--- config.mk ---
export PLATFORM = sky130hd
export DESIGN_NAME = nco_mixer_fractional_decimator
export DESIGN_NICKNAME = d
export VERILOG_FILES = /design/src/nmfd_pkg.sv /design/src/nco_mixer_fractional_decimator.sv /design/src/nmfd_cfg_regs.sv /design/src/nmfd_front.sv /design/src/nmfd_mixer.sv
export SDC_FILE = /design/constraint.sdc
export NUM_CORES = 1
export LEC_CHECK = 0
export ABC_AREA = 1
export BUFFER_PORTS_ARGS = -buffer_cell sky130_fd_sc_hd__buf_2
export CAP_MARGIN = 20
export CELL_PAD_IN_SITES_DETAIL_PLACEMENT = 1
export CELL_PAD_IN_SITES_GLOBAL_PLACEMENT = 1
export CORE_AREA = 2 2 188 190
export DETAILED_ROUTE_END_ITERATION = 10
export DIE_AREA = 0 0 190 192
export GPL_TIMING_DRIVEN = 0
export PLACE_DENSITY = 0.61
export SLEW_MARGIN = 5
export SYNTH_ARGS = -nofsm -noshare
export SYNTH_HDL_FRONTEND = slang
export SYNTH_SLANG_ARGS = --single-unit
--- constraint.sdc ---
create_clock -name clk -period 9.8 [get_ports clk]
set_input_delay 0.49 -clock clk [delete_from_list [all_inputs] [get_ports clk]]
set_output_delay 0.49 -clock clk [all_outputs]
set_load 0.03 [all_outputs]
--- src/nmfd_pkg.sv ---
// ----------------------------------------------------------------------------
// nmfd_pkg
// Shared types, register codes, reset values and level thresholds.
// ----------------------------------------------------------------------------
package nmfd_pkg;

    localparam int TABLE_DEPTH_DEF = 1024;
    localparam int ACC_BITS_DEF    = 32;

    localparam int STEP_W  = 32;
    localparam int RATE_W  = 16;
    localparam int GAP_W   = 18;
    localparam int SAMP_W  = 2;
    localparam int OUT_W   = 6;
    localparam int LEVEL_W = 5;
    localparam int CIDX_W  = 2;
    localparam int NUM_LEVELS = 8;

    localparam logic [STEP_W-1:0] PHASE_STEP_RESET = 32'd2557223528;
    localparam logic [RATE_W-1:0] IN_RATE_RESET    = 16'd4000;
    localparam logic [RATE_W-1:0] OUT_RATE_RESET   = 16'd2048;
    localparam logic [GAP_W-1:0]  GAP_RESET        = GAP_W'(IN_RATE_RESET);

    // register index codes
    typedef enum logic [CIDX_W-1:0] {
        REG_PHASE_STEP = 2'd0,
        REG_IN_RATE    = 2'd1,
        REG_OUT_RATE   = 2'd2
    } reg_idx_t;

    typedef struct packed {
        logic [STEP_W-1:0] phase_step;
        logic [RATE_W-1:0] in_rate;
        logic [RATE_W-1:0] out_rate;
    } cfg_t;

    // acos(m/8)/(2*pi) in turns, 24 fraction bits
    typedef int unsigned edge_arr_t [NUM_LEVELS];
    localparam edge_arr_t LEVEL_EDGE = '{
        0, 1349401, 1929829, 2391584, 2796203, 3167899, 3519603, 3859657
    };

    // largest table offset j that still reaches level 8-k
    function automatic edge_arr_t level_thresholds(input int unsigned depth);
        edge_arr_t thr;
        longint unsigned prod;
        for (int k = 0; k < NUM_LEVELS; k++)
        begin
            prod   = longint'(LEVEL_EDGE[k]) * longint'(depth);
            thr[k] = 32'(prod >> 24);
        end
        return thr;
    endfunction

    // front-end code to odd level -3, -1, 1, 3
    function automatic logic signed [2:0] sample_map(input logic [SAMP_W-1:0] code);
        logic signed [2:0] v;
        unique case (code)
            2'd0:    v = -3'sd3;
            2'd1:    v = -3'sd1;
            2'd2:    v = 3'sd1;
            default: v = 3'sd3;
        endcase
        return v;
    endfunction

endpackage

--- src/nco_mixer_fractional_decimator.sv ---
// ----------------------------------------------------------------------------
// nco_mixer_fractional_decimator: NCO mixer with fractional decimator
// One beat per cycle sustained while out_stall is low, set by the input
// register feeding one lookup-and-multiply stage.
// rst_n (async) zeroes the phase, loads the decimator gap and reset registers.
// ----------------------------------------------------------------------------
module nco_mixer_fractional_decimator #(
    // power of two; index is the top log2(TABLE_DEPTH) accumulator bits
    parameter int TABLE_DEPTH = nmfd_pkg::TABLE_DEPTH_DEF,
    parameter int ACC_BITS    = nmfd_pkg::ACC_BITS_DEF
) (
    input  logic                               clk,
    input  logic                               rst_n,
    // configuration write channel
    input  logic                               cfg_valid,
    output logic                               cfg_ready,
    input  logic [nmfd_pkg::CIDX_W-1:0]        cfg_index,
    input  logic [nmfd_pkg::STEP_W-1:0]        cfg_data,
    // raw sample channel
    input  logic                               in_valid,
    output logic                               in_stall,
    input  logic [nmfd_pkg::SAMP_W-1:0]        raw_sample,
    // mixed output channel
    output logic                               out_valid,
    input  logic                               out_stall,
    output logic signed [nmfd_pkg::OUT_W-1:0]  out_i,
    output logic signed [nmfd_pkg::OUT_W-1:0]  out_q
);

    localparam int IDX_BITS = $clog2(TABLE_DEPTH);

    // Pipeline:
    //   front : on each accepted beat, the phase index is captured before the
    //           accumulator advances; the decimator decides keep/drop and only
    //           kept beats enter stage 1.
    //   mixer : stage 1 -> quarter-wave cosine/sine levels -> times the mapped
    //           sample -> output register.
    // The output register and stage 1 together act as a two-deep buffer, so a
    // new beat is taken while a finished result waits for its consumer.

    nmfd_pkg::cfg_t              cfg;
    logic                        s1_valid;
    logic [nmfd_pkg::SAMP_W-1:0] s1_sample;
    logic [IDX_BITS-1:0]         s1_idx;
    logic                        s1_adv;

    nmfd_cfg_regs u_cfg (
        .clk       (clk),
        .rst_n     (rst_n),
        .cfg_valid (cfg_valid),
        .cfg_ready (cfg_ready),
        .cfg_index (cfg_index),
        .cfg_data  (cfg_data),
        .cfg       (cfg)
    );

    nmfd_front #(
        .TABLE_DEPTH (TABLE_DEPTH),
        .ACC_BITS    (ACC_BITS)
    ) u_front (
        .clk        (clk),
        .rst_n      (rst_n),
        .cfg        (cfg),
        .in_valid   (in_valid),
        .in_stall   (in_stall),
        .raw_sample (raw_sample),
        .s1_adv     (s1_adv),
        .s1_valid   (s1_valid),
        .s1_sample  (s1_sample),
        .s1_idx     (s1_idx)
    );

    nmfd_mixer #(
        .TABLE_DEPTH (TABLE_DEPTH)
    ) u_mixer (
        .clk       (clk),
        .rst_n     (rst_n),
        .s1_valid  (s1_valid),
        .s1_sample (s1_sample),
        .s1_idx    (s1_idx),
        .s1_adv    (s1_adv),
        .out_valid (out_valid),
        .out_stall (out_stall),
        .out_i     (out_i),
        .out_q     (out_q)
    );

endmodule

--- src/nmfd_cfg_regs.sv ---
// ----------------------------------------------------------------------------
// nmfd_cfg_regs
// Configuration register file; always ready, unknown indexes ignored.
// ----------------------------------------------------------------------------
module nmfd_cfg_regs (
    input  logic                        clk,
    input  logic                        rst_n,
    input  logic                        cfg_valid,
    output logic                        cfg_ready,
    input  logic [nmfd_pkg::CIDX_W-1:0] cfg_index,
    input  logic [nmfd_pkg::STEP_W-1:0] cfg_data,
    output nmfd_pkg::cfg_t              cfg
);

    nmfd_pkg::cfg_t cfg_reg;
    nmfd_pkg::cfg_t cfg_next;

    assign cfg_ready = 1'b1;
    assign cfg       = cfg_reg;

    always_comb
    begin
        cfg_next = cfg_reg;
        if (cfg_valid && cfg_ready)
        begin
            unique case (nmfd_pkg::reg_idx_t'(cfg_index))
                nmfd_pkg::REG_PHASE_STEP: cfg_next.phase_step = cfg_data;
                nmfd_pkg::REG_IN_RATE:    cfg_next.in_rate  = cfg_data[nmfd_pkg::RATE_W-1:0];
                nmfd_pkg::REG_OUT_RATE:   cfg_next.out_rate = cfg_data[nmfd_pkg::RATE_W-1:0];
                default:                  cfg_next = cfg_reg;
            endcase
        end
    end

    always_ff @(posedge clk or negedge rst_n)
    begin
        if (!rst_n)
        begin
            cfg_reg.phase_step <= nmfd_pkg::PHASE_STEP_RESET;
            cfg_reg.in_rate    <= nmfd_pkg::IN_RATE_RESET;
            cfg_reg.out_rate   <= nmfd_pkg::OUT_RATE_RESET;
        end
        else
        begin
            cfg_reg <= cfg_next;
        end
    end

endmodule

--- src/nmfd_front.sv ---
// ----------------------------------------------------------------------------
// nmfd_front
// Input stage: phase accumulator, fractional decimator, stage-1 register.
// ----------------------------------------------------------------------------
module nmfd_front #(
    parameter int TABLE_DEPTH = nmfd_pkg::TABLE_DEPTH_DEF,
    parameter int ACC_BITS    = nmfd_pkg::ACC_BITS_DEF,
    localparam int IDX_BITS   = $clog2(TABLE_DEPTH)
) (
    input  logic                        clk,
    input  logic                        rst_n,
    input  nmfd_pkg::cfg_t              cfg,
    input  logic                        in_valid,
    output logic                        in_stall,
    input  logic [nmfd_pkg::SAMP_W-1:0] raw_sample,
    input  logic                        s1_adv,
    output logic                        s1_valid,
    output logic [nmfd_pkg::SAMP_W-1:0] s1_sample,
    output logic [IDX_BITS-1:0]         s1_idx
);

    logic [ACC_BITS-1:0]              phase_acc_reg, phase_acc_next;
    logic [nmfd_pkg::GAP_W-1:0]       gap_reg, gap_next;
    logic                             s1_valid_reg, s1_valid_next;
    logic [nmfd_pkg::SAMP_W-1:0]      s1_sample_reg, s1_sample_next;
    logic [IDX_BITS-1:0]              s1_idx_reg, s1_idx_next;

    logic                             accept;
    logic                             keep;
    logic [nmfd_pkg::RATE_W-1:0]      eff_out;
    logic [nmfd_pkg::GAP_W-1:0]       gap_add;

    // stage 1 only blocks when it holds a beat the output cannot take
    assign in_stall = s1_valid_reg && !s1_adv;
    assign accept   = in_valid && !in_stall;

    assign eff_out = (cfg.out_rate > cfg.in_rate) ? cfg.in_rate : cfg.out_rate;
    assign keep    = gap_reg < nmfd_pkg::GAP_W'(eff_out);
    assign gap_add = keep ? nmfd_pkg::GAP_W'(cfg.in_rate) : '0;

    always_comb
    begin
        phase_acc_next = phase_acc_reg;
        gap_next       = gap_reg;
        s1_valid_next  = s1_valid_reg;
        s1_sample_next = s1_sample_reg;
        s1_idx_next    = s1_idx_reg;
        if (accept)
        begin
            phase_acc_next = phase_acc_reg + ACC_BITS'(cfg.phase_step);
            gap_next       = gap_reg + gap_add - nmfd_pkg::GAP_W'(eff_out);
            s1_sample_next = raw_sample;
            s1_idx_next    = phase_acc_reg[ACC_BITS-1 -: IDX_BITS];
        end
        if (s1_adv || !s1_valid_reg)
        begin
            s1_valid_next = accept && keep;
        end
    end

    always_ff @(posedge clk or negedge rst_n)
    begin
        if (!rst_n)
        begin
            phase_acc_reg <= '0;
            gap_reg       <= nmfd_pkg::GAP_RESET;
            s1_valid_reg  <= 1'b0;
        end
        else
        begin
            phase_acc_reg <= phase_acc_next;
            gap_reg       <= gap_next;
            s1_valid_reg  <= s1_valid_next;
        end
    end

    always_ff @(posedge clk)
    begin
        s1_sample_reg <= s1_sample_next;
        s1_idx_reg    <= s1_idx_next;
    end

    assign s1_valid  = s1_valid_reg;
    assign s1_sample = s1_sample_reg;
    assign s1_idx    = s1_idx_reg;

endmodule

--- src/nmfd_mixer.sv ---
// ----------------------------------------------------------------------------
// nmfd_mixer
// Cosine/sine level lookup, sample multiply and output register.
// ----------------------------------------------------------------------------
module nmfd_mixer #(
    parameter int TABLE_DEPTH = nmfd_pkg::TABLE_DEPTH_DEF,
    localparam int IDX_BITS   = $clog2(TABLE_DEPTH)
) (
    input  logic                               clk,
    input  logic                               rst_n,
    input  logic                               s1_valid,
    input  logic [nmfd_pkg::SAMP_W-1:0]        s1_sample,
    input  logic [IDX_BITS-1:0]                s1_idx,
    output logic                               s1_adv,
    output logic                               out_valid,
    input  logic                               out_stall,
    output logic signed [nmfd_pkg::OUT_W-1:0]  out_i,
    output logic signed [nmfd_pkg::OUT_W-1:0]  out_q
);

    localparam int OFS_W = IDX_BITS + 1;
    localparam logic [OFS_W-1:0] QUARTER   = OFS_W'(TABLE_DEPTH / 4);
    localparam logic [OFS_W-1:0] HALF      = OFS_W'(TABLE_DEPTH / 2);
    localparam logic [OFS_W-1:0] THREE_Q   = OFS_W'((3 * TABLE_DEPTH) / 4);
    localparam logic [OFS_W-1:0] FULL      = OFS_W'(TABLE_DEPTH);
    localparam logic [IDX_BITS-1:0] SIN_OFS = IDX_BITS'((3 * TABLE_DEPTH) / 4);
    localparam nmfd_pkg::edge_arr_t THR    = nmfd_pkg::level_thresholds(TABLE_DEPTH);

    // quarter-wave cosine: fold into first quadrant, count thresholds reached
    function automatic logic signed [nmfd_pkg::LEVEL_W-1:0] cos_level(
        input logic [IDX_BITS-1:0] idx
    );
        logic [OFS_W-1:0]             q;
        logic [OFS_W-1:0]             j;
        logic                         neg;
        logic [nmfd_pkg::LEVEL_W-1:0] mag;
        q = OFS_W'(idx);
        priority if (q <= QUARTER)
        begin
            j   = q;
            neg = 1'b0;
        end
        else if (q < HALF)
        begin
            j   = HALF - q;
            neg = 1'b1;
        end
        else if (q <= THREE_Q)
        begin
            j   = q - HALF;
            neg = 1'b1;
        end
        else
        begin
            j   = FULL - q;
            neg = 1'b0;
        end
        mag = '0;
        for (int k = 0; k < nmfd_pkg::NUM_LEVELS; k++)
        begin
            if (j <= OFS_W'(THR[k]))
            begin
                mag = mag + 1'b1;
            end
        end
        return neg ? -$signed(mag) : $signed(mag);
    endfunction

    logic                              out_valid_reg, out_valid_next;
    logic signed [nmfd_pkg::OUT_W-1:0] out_i_reg, out_i_next;
    logic signed [nmfd_pkg::OUT_W-1:0] out_q_reg, out_q_next;

    logic signed [nmfd_pkg::LEVEL_W-1:0] cos_lvl;
    logic signed [nmfd_pkg::LEVEL_W-1:0] sin_lvl;
    logic signed [7:0]                   samp_ext;
    logic signed [7:0]                   prod_i;
    logic signed [7:0]                   prod_q;

    assign s1_adv = !out_valid_reg || !out_stall;

    assign cos_lvl  = cos_level(s1_idx);
    assign sin_lvl  = -cos_level(s1_idx + SIN_OFS);
    assign samp_ext = 8'(nmfd_pkg::sample_map(s1_sample));
    assign prod_i   = samp_ext * 8'(cos_lvl);
    assign prod_q   = samp_ext * 8'(sin_lvl);

    always_comb
    begin
        out_valid_next = out_valid_reg;
        out_i_next     = out_i_reg;
        out_q_next     = out_q_reg;
        if (s1_adv)
        begin
            out_valid_next = s1_valid;
            if (s1_valid)
            begin
                out_i_next = prod_i[nmfd_pkg::OUT_W-1:0];
                out_q_next = prod_q[nmfd_pkg::OUT_W-1:0];
            end
        end
    end

    always_ff @(posedge clk or negedge rst_n)
    begin
        if (!rst_n)
        begin
            out_valid_reg <= 1'b0;
        end
        else
        begin
            out_valid_reg <= out_valid_next;
        end
    end

    always_ff @(posedge clk)
    begin
        out_i_reg <= out_i_next;
        out_q_reg <= out_q_next;
    end

    assign out_valid = out_valid_reg;
    assign out_i     = out_i_reg;
    assign out_q     = out_q_reg;

endmodule

# --- Yosys cells after proc, flatten, opt, wreduce, memory -nomap -nowiden ---
# Cells that the tools add are included.
word_totals:
  register_bits: 140
  elab_cells: 117
  out_inout_bits: 15
  input_bits: 41
classes:
  mux: 33
  n_eq_ne: 4
  mul: 2
  n_addsub: 27
  reduce_logical: 16
  magnitude_cmp: 24
ops:
  columns: ["operator", "count"]
  rows:
  - ["<= comparator 11 x 8 -> 1 bit (second input constant)", 10]
  - ["2-to-1 mux 5 bit", 16]
  - ["2-to-1 mux 11 bit", 6]
  - ["adder 5 x 1 -> 5 bit (second input constant)", 12]
  - ["<= comparator 11 x 7 -> 1 bit (second input constant)", 4]
  - ["adder 32 bit", 1]
  - ["2-to-1 mux 16 bit", 2]
  - ["<= comparator 11 x 1 -> 1 bit (second input constant)", 2]
  - ["subtractor 10 x 10 -> 11 bit (first input constant)", 2]
  - ["subtractor 10 x 10 -> 11 bit (second input constant)", 2]
  - ["subtractor 11 x 10 -> 11 bit (first input constant)", 2]
  - ["<= comparator 10 bit (second input constant)", 2]
  - ["<= comparator 10 x 9 -> 1 bit (second input constant)", 2]
  - ["< comparator 10 bit (second input constant)", 2]
  - ["adder 18 bit", 1]
  - ["< comparator 18 x 16 -> 1 bit", 1]
  - ["subtractor 18 x 16 -> 18 bit", 1]
  - ["> comparator 16 bit", 1]
  - ["negator 5 bit", 3]
  - ["multiplier 3 x 5 -> 6 bit", 2]
  - ["adder 10 bit (second input constant)", 1]
  - ["case mux 3 bit (3 select lines)", 1]
  - ["2-to-1 mux 1 bit", 8]
  - ["AND reduction 2 bit", 4]
  - ["7 further kinds", 18]

# --- Logic depth before layout (Yosys ltp) ---
depth:
  word_depth: 25
  mapped_depth: 59
  mapped_depth_nobuf: 59

# --- Cells and area by module ---
# Synthesis repeated with hierarchy kept, for this count alone.
unflattened:
  cells_unflattened: 1756
  hier_area_um2: 12936.2
by_module_without_submodules:
  columns: ["module", "seq_area_each_um2", "cells_per_inst", "area_per_inst_um2", "instances"]
  rows:
  - ["nmfd_front", 1644.1, 843, 6351.1, 1]
  - ["nmfd_mixer", 385.4, 628, 3957.5, 1]
  - ["nmfd_cfg_regs", 1625.3, 285, 2627.5, 1]

# --- Worst setup path before layout ---
# No wires, ideal clock.
synth_path:
  path_type: "register -> register"
  from: "reg u_front.s1_idx_reg[0] (netlist: u_front.s1_idx[0])"
  to: "reg u_mixer.out_q_reg, in the netlist u_mixer.out_q[5], data pin"
  path_buffers: 1
  arrival_ns: 7.954
  path_stages_with_launch: 54
  slack_ns: 1.593
  required_ns: 9.547
  period_less_slack_ns: 8.207
  setup_time_ns: 0.253
  path_cell_list: "edfxtp_1 > inv_2 > ha_1 > nand2_1 > inv_1 > nand3_1 > nor2_2 > nor2_4 > buf_4 > nand4_1 > nand2_2 > nor2_1 > a31oi_1 > nand3_1 > nand2_1 > inv_1 > ha_1 > nand3_1 > [... 18 more ...] > a21boi_1 > ha_1 > or2_2 > nand2_1 > nand2_2 > nor2_4 > nand3_1 > nand2_1 > nand2_1 > fa_1 > inv_1 > ha_1 > inv_1 > fa_1 > inv_1 > nand4_1 > nand3_1 > nand2_1"
synth_via:
  elab_chain_cells: 25
  elab_cells_between_ends: 40
  classes_between: "add/sub (13); mul (1); order compare (11); mux (15)"
synth_rtl:
  columns: ["item", "line_no", "source"]
  rows:
  - ["from (decl)", "nmfd_front.sv:26", "logic [IDX_BITS-1:0] s1_idx_reg, s1_idx_next;"]
  - ["from (signal assigned)", "nmfd_front.sv:80", "s1_idx_reg <= s1_idx_next;"]
  - ["adder 10 bit *", "nmfd_mixer.sv:82", "assign sin_lvl = -cos_level(s1_idx + SIN_OFS);"]
  - ["subtractor 11 x 10 -> 11 bit, or another cell as far along", "nmfd_mixer.sv:55", "j = FULL - q;"]
  - ["2-to-1 mux 11 bit", "nmfd_mixer.sv:48", "else if (q <= THREE_Q)"]
  - ["2-to-1 mux 11 bit", "nmfd_mixer.sv:43", "else if (q < HALF)"]
  - ["2-to-1 mux 11 bit", "nmfd_mixer.sv:38", "priority if (q <= QUARTER)"]
  - ["<= comparator 11 x 1 -> 1 bit", "nmfd_mixer.sv:61", "if (j <= OFS_W'(THR[k]))"]
  - ["2-to-1 mux 1 bit", "nmfd_mixer.sv:61", null]
  - ["adder 1 x 1 -> 2 bit", "nmfd_mixer.sv:63", "mag = mag + 1'b1;"]
  - ["[... 10 more ...]", null, null]
  - ["2-to-1 mux 5 bit", "nmfd_mixer.sv:61", null]
  - ["adder 5 x 1 -> 5 bit", "nmfd_mixer.sv:63", null]
  - ["2-to-1 mux 5 bit", "nmfd_mixer.sv:61", null]
  - ["negator 5 bit", "nmfd_mixer.sv:66", "return neg ? -$signed(mag) : $signed(mag);"]
  - ["2-to-1 mux 5 bit *", "nmfd_mixer.sv:66", null]
  - ["negator 5 bit *", "nmfd_mixer.sv:82", null]
  - ["multiplier 3 x 5 -> 6 bit *", "nmfd_mixer.sv:85", "assign prod_q = samp_ext * 8'(sin_lvl);"]
  - ["net u_mixer.prod_q[5]", "nmfd_mixer.sv:77", "logic signed [7:0] prod_q;"]
  - ["to (signal assigned)", "nmfd_mixer.sv:118", "out_q_reg <= out_q_next;"]
  - ["to (decl)", "nmfd_mixer.sv:71", "logic signed [nmfd_pkg::OUT_W-1:0] out_q_reg, out_q_next;"]
# The timed path passes the listed nets; every way through them passes the cells marked *.
# A chain may end at the register's enable or synchronous reset.

# --- Worst setup path in the final report ---
# Ends and elaborated chain as after synthesis.

==> metrics.json <==
{
  "worst_setup_hold_path_clk_slew": {"value": 0.07, "unit": "ns"},
  "synthMuxAreaShare": {"value": 0.0142},
  "status": {"value": "finished, final reports clean"},
  "worst_path_max_delay_cell": {"value": "sky130_fd_sc_hd__fa_1"},
  "adder_cell_share_of_the_synthesized_area": {"value": 0.164},
  "tightest_slew": {"value": 0.717, "unit": "ns"},
  "cts-buffers-inserted": {"value": 17},
  "ys_dominant_reg_cell": {"value": "sky130_fd_sc_hd__dfrtp_1"},
  "synthesis.instances": {"value": 1575},
  "insertedDiodeCount": {"value": 0},
  "area_growth_syn_to_layout": {"value": 13.5, "unit": "%"},
  "nNetsFinal": {"value": 1838},
  "detail_route.wirelength": {"value": 31900, "unit": "um"},
  "worstSkewPairLatency": {"value": 0.45, "unit": "ns"},
  "start_util": {"value": 0.346},
  "final_min_period_over_clock_period": {"value": 0.921},
  "worst_clock_skew": {"value": 0.0176, "unit": "ns"},
  "timing.critical_path.arrival": {"value": 9.23, "unit": "ns"},
  "grt_first_pass_wirelength": {"value": 53500, "unit": "um"},
  "synth_async_sr_flop_share": {"value": 0.829},
  "synth_top_family_by_area": {"value": "simple AND/OR/NAND/NOR gates"},
  "critical_path_peak_fanout": {"value": 10},
  "synth_seq_area_share": {"value": 0.308},
  "routed_via_density": {"value": 4.80},
  "drtAntennaViolNets": {"value": 0},
  "die_width": {"value": 190, "unit": "um"},
  "floorplan.die_area": {"value": 36500, "unit": "um2"},
  "maximum_number_of_pins_on_one_net_before_global_route_repair": {"value": 79},
  "crit_required": {"value": 10.00, "unit": "ns"},
  "port-buffer-count": {"value": 54},
  "drv.max_cap_violation_count": {"value": 0},
  "setup_total_negative_slack": {"value": 0, "unit": "ns"},
  "setup_viol": {"value": 0},
  "max_clock_freq": {"value": 111, "unit": "MHz"},
  "largest_register_ff_count": {"value": 64},
  "detail_route.wl_per_cell": {"value": 15.0, "unit": "um"},
  "vias": {"value": 10200},
  "grt_pass1_vias": {"value": 10500},
  "yosysWarnings": {"value": 0},
  "worst_path_dominant_cell_family": {"value": "simple AND/OR/NAND/NOR gates"},
  "gp_routability_congestion": {"value": 0.807},
  "synth.ff_latch_count": {"value": 140},
  "critical_path.max_stage_delay": {"value": 0.49, "unit": "ns"},
  "critical_path.endpoint_type": {"value": "register"},
  "core": {"value": 34300, "unit": "um2"},
  "final_hold_viol_count": {"value": 0},
  "cp_num_buf_inv": {"value": 10},
  "io-pin-count": {"value": 56},
  "layout-drive-gt1-share": {"value": 0.153},
  "final_max_slew_viol_count": {"value": 0},
  "root_buffer": {"value": "sky130_fd_sc_hd__clkbuf_16"},
  "synth.cell_area": {"value": 11900, "unit": "um2"},
  "synth_simple_gate_area_frac": {"value": 0.267},
  "type_of_origin_of_the_critical_path": {"value": "register"},
  "max-clock-path-buffers": {"value": 2},
  "floorplan.die.height": {"value": 192, "unit": "um"},
  "worst_rel_slew_slack": {"value": 0.517},
  "detailedPlacementHpwl": {"value": 25900, "unit": "um"},
  "clkSinkCount": {"value": 140},
  "syn_nets": {"value": 1756},
  "synth_xor_area_frac": {"value": 0.0332},
  "grt_setup_unrepaired": {"value": "false"},
  "cp_common_cell": {"value": "sky130_fd_sc_hd__nand2_1"},
  "antenna_violations_before_repair": {"value": 0},
  "synth_enable_flop_cells": {"value": 24},
  "drt_first_iter_violations": {"value": 297},
  "synth-compound-area-share": {"value": 0.116},
  "detail_route.drc_violations": {"value": 0},
  "fp-row-count": {"value": 68},
  "detail_route.first_pass.iterations": {"value": 4},
  "yosys.cell_types.count": {"value": 55},
  "all_layer_gr_usage": {"value": 0.184},
  "hold_class": {"value": "in -> reg"},
  "tritoncts_clock_tree": {"value": "yes"},
  "globalRouteOverflowTotal": {"value": 0},
  "htree_levels": {"value": 4},
  "syn_avg_cell_area": {"value": 7.53, "unit": "um2"},
  "worstSetupPathType": {"value": "reg -> reg"},
  "final_period_demand_of_the_worst_path": {"value": 9.03, "unit": "ns"}
}
-- cells in the final DEF (no fill, tap or decap), types with 4 or more instances in the layout --
cell type,n
sky130_fd_sc_hd__a31oi_1,4
sky130_fd_sc_hd__mux2_2,15
sky130_fd_sc_hd__nor2_4,5
sky130_fd_sc_hd__dfstp_2,25
sky130_fd_sc_hd__a21o_1,4
sky130_fd_sc_hd__clkbuf_16,17
sky130_fd_sc_hd__inv_1,241
sky130_fd_sc_hd__buf_2,53
sky130_fd_sc_hd__inv_2,25
sky130_fd_sc_hd__a21oi_1,65
sky130_fd_sc_hd__o21bai_1,7
sky130_fd_sc_hd__xnor2_1,16
sky130_fd_sc_hd__nor3_1,10
sky130_fd_sc_hd__nand3b_1,4
sky130_fd_sc_hd__o211ai_1,5
sky130_fd_sc_hd__nand2_4,5
sky130_fd_sc_hd__nand4_1,28
sky130_fd_sc_hd__dfrtp_1,91
sky130_fd_sc_hd__o21ai_0,134
sky130_fd_sc_hd__nor2_2,9
sky130_fd_sc_hd__fa_1,26
sky130_fd_sc_hd__nand3_2,17
sky130_fd_sc_hd__nand3_1,98
sky130_fd_sc_hd__nand2_1,389
sky130_fd_sc_hd__clkinv_4,4
sky130_fd_sc_hd__buf_4,8
sky130_fd_sc_hd__edfxtp_1,24
sky130_fd_sc_hd__bufinv_16,4
sky130_fd_sc_hd__xor2_1,29
sky130_fd_sc_hd__ha_1,113
sky130_fd_sc_hd__clkbuf_1,25
sky130_fd_sc_hd__o21a_1,4
sky130_fd_sc_hd__nand2_2,40
sky130_fd_sc_hd__o22ai_1,5
sky130_fd_sc_hd__nor2_1,69
-- synth_stat cells, types with 7 or more instances --
cell	number	share of area
sky130_fd_sc_hd__a21oi_1	65	0.027
sky130_fd_sc_hd__clkbuf_1	25	0.0079
sky130_fd_sc_hd__dfrtp_1	91	0.19
sky130_fd_sc_hd__dfstp_2	25	0.055
sky130_fd_sc_hd__edfxtp_1	24	0.061
sky130_fd_sc_hd__fa_1	26	0.044
sky130_fd_sc_hd__ha_1	114	0.12
sky130_fd_sc_hd__inv_1	242	0.077
sky130_fd_sc_hd__inv_2	25	0.0079
sky130_fd_sc_hd__mux2_2	15	0.014
sky130_fd_sc_hd__nand2_1	389	0.12
sky130_fd_sc_hd__nand2_2	40	0.021
sky130_fd_sc_hd__nand3_1	98	0.041
sky130_fd_sc_hd__nand3_2	17	0.014
sky130_fd_sc_hd__nand4_1	28	0.015
sky130_fd_sc_hd__nor2_1	69	0.022
sky130_fd_sc_hd__nor2_2	9	0.0047
sky130_fd_sc_hd__nor3_1	10	0.0042
sky130_fd_sc_hd__o21ai_0	134	0.057
sky130_fd_sc_hd__o21bai_1	7	0.0044
sky130_fd_sc_hd__xnor2_1	16	0.012
sky130_fd_sc_hd__xor2_1	29	0.021
-- metrics by stage --
step	instances	util	setup WS, ns	cell area [um2]	hold slack, ns
3_3_place_gp	2084	0.370	0.580	12700	0.452
4_1_cts	2119	0.391	0.398	13400	0.230
3_5_place_dp	2086	0.372	0.456	12700	0.439
5_1_grt	2125	0.393	0.0249	13500	0.236
2_1_floorplan	1575	-	1.59	11900	0.194
6_report	2125	0.393	0.774	13500	0.245
-- layout make-up --
| type | instances | area (um2) |
|---|---|---|
| Buffer | 29 | 135 |
| Clock buffer | 18 | 439 |
| Sequential cell | 140 | 3650 |
| Tap cell | 455 | 569 |
| Timing Repair Buffer | 63 | 374 |
| Multi-Input combinational cell | 1136 | 7060 |
| Clock inverter | 14 | 208 |
| Fill cell | 4305 | 20800 |
| Inverter | 270 | 1020 |
-- path summary, 6_finish.rpt --
kind	start	slack [ns]	cells past startpoint	to
hold / removal	raw_sample[1]	0.24	1	u_front.s1_sample[1]
setup reg to reg	u_front.s1_idx[0]	0.77	53	u_mixer.out_q[5]
max in group asynchronous	rst_n	8.49	3	u_cfg.cfg[53]
setup / recovery	u_front.s1_idx[0]	0.77	53	u_mixer.out_q[5]
hold reg to reg	u_front.phase_acc_reg[31]	0.46	1	u_front.phase_acc_reg[31]
min in group asynchronous	rst_n	0.52	2	u_cfg.cfg[6]
-- per-layer routing --
layer | global-route usage | vias to the layer above | share of wire | wire length (um)
met4 | 0.0477 | 0 | 0.012 | 371
met3 | 0.0205 | 25 | 0.015 | 489
met2 | 0.320 | 80 | 0.49 | 15500
li1 | - | 5260 | - | -
met1 | 0.244 | 4835 | 0.49 | 15500
met5 | 0 | - | 0 | 0
-- cell families (layout without fill, tap and decap cells) --
group | count (synthesis) | after routing
muxes | 15 | 15
buffers and inverters | 299 | 394
DFF | 140 | 140
and+or+nand+nor | 687 | 687
AOI/OAI and AO/OA | 248 | 248
adders and majority gates | 140 | 140
other | 1 | 1
xor gates and xnor gates | 45 | 45
-- timing repair --
action / CTS / global route
hold endpoints to repair: 26 / 0
setup endpoints to repair: 0 / 3
buffers inserted: 0 / 5
resized for setup: 0 / 4
hold buffers: 1 / 0
Power is left out: the tool's default activity adds up to more than one toggle a clock period on the data nets, which glitch-free logic cannot reach.
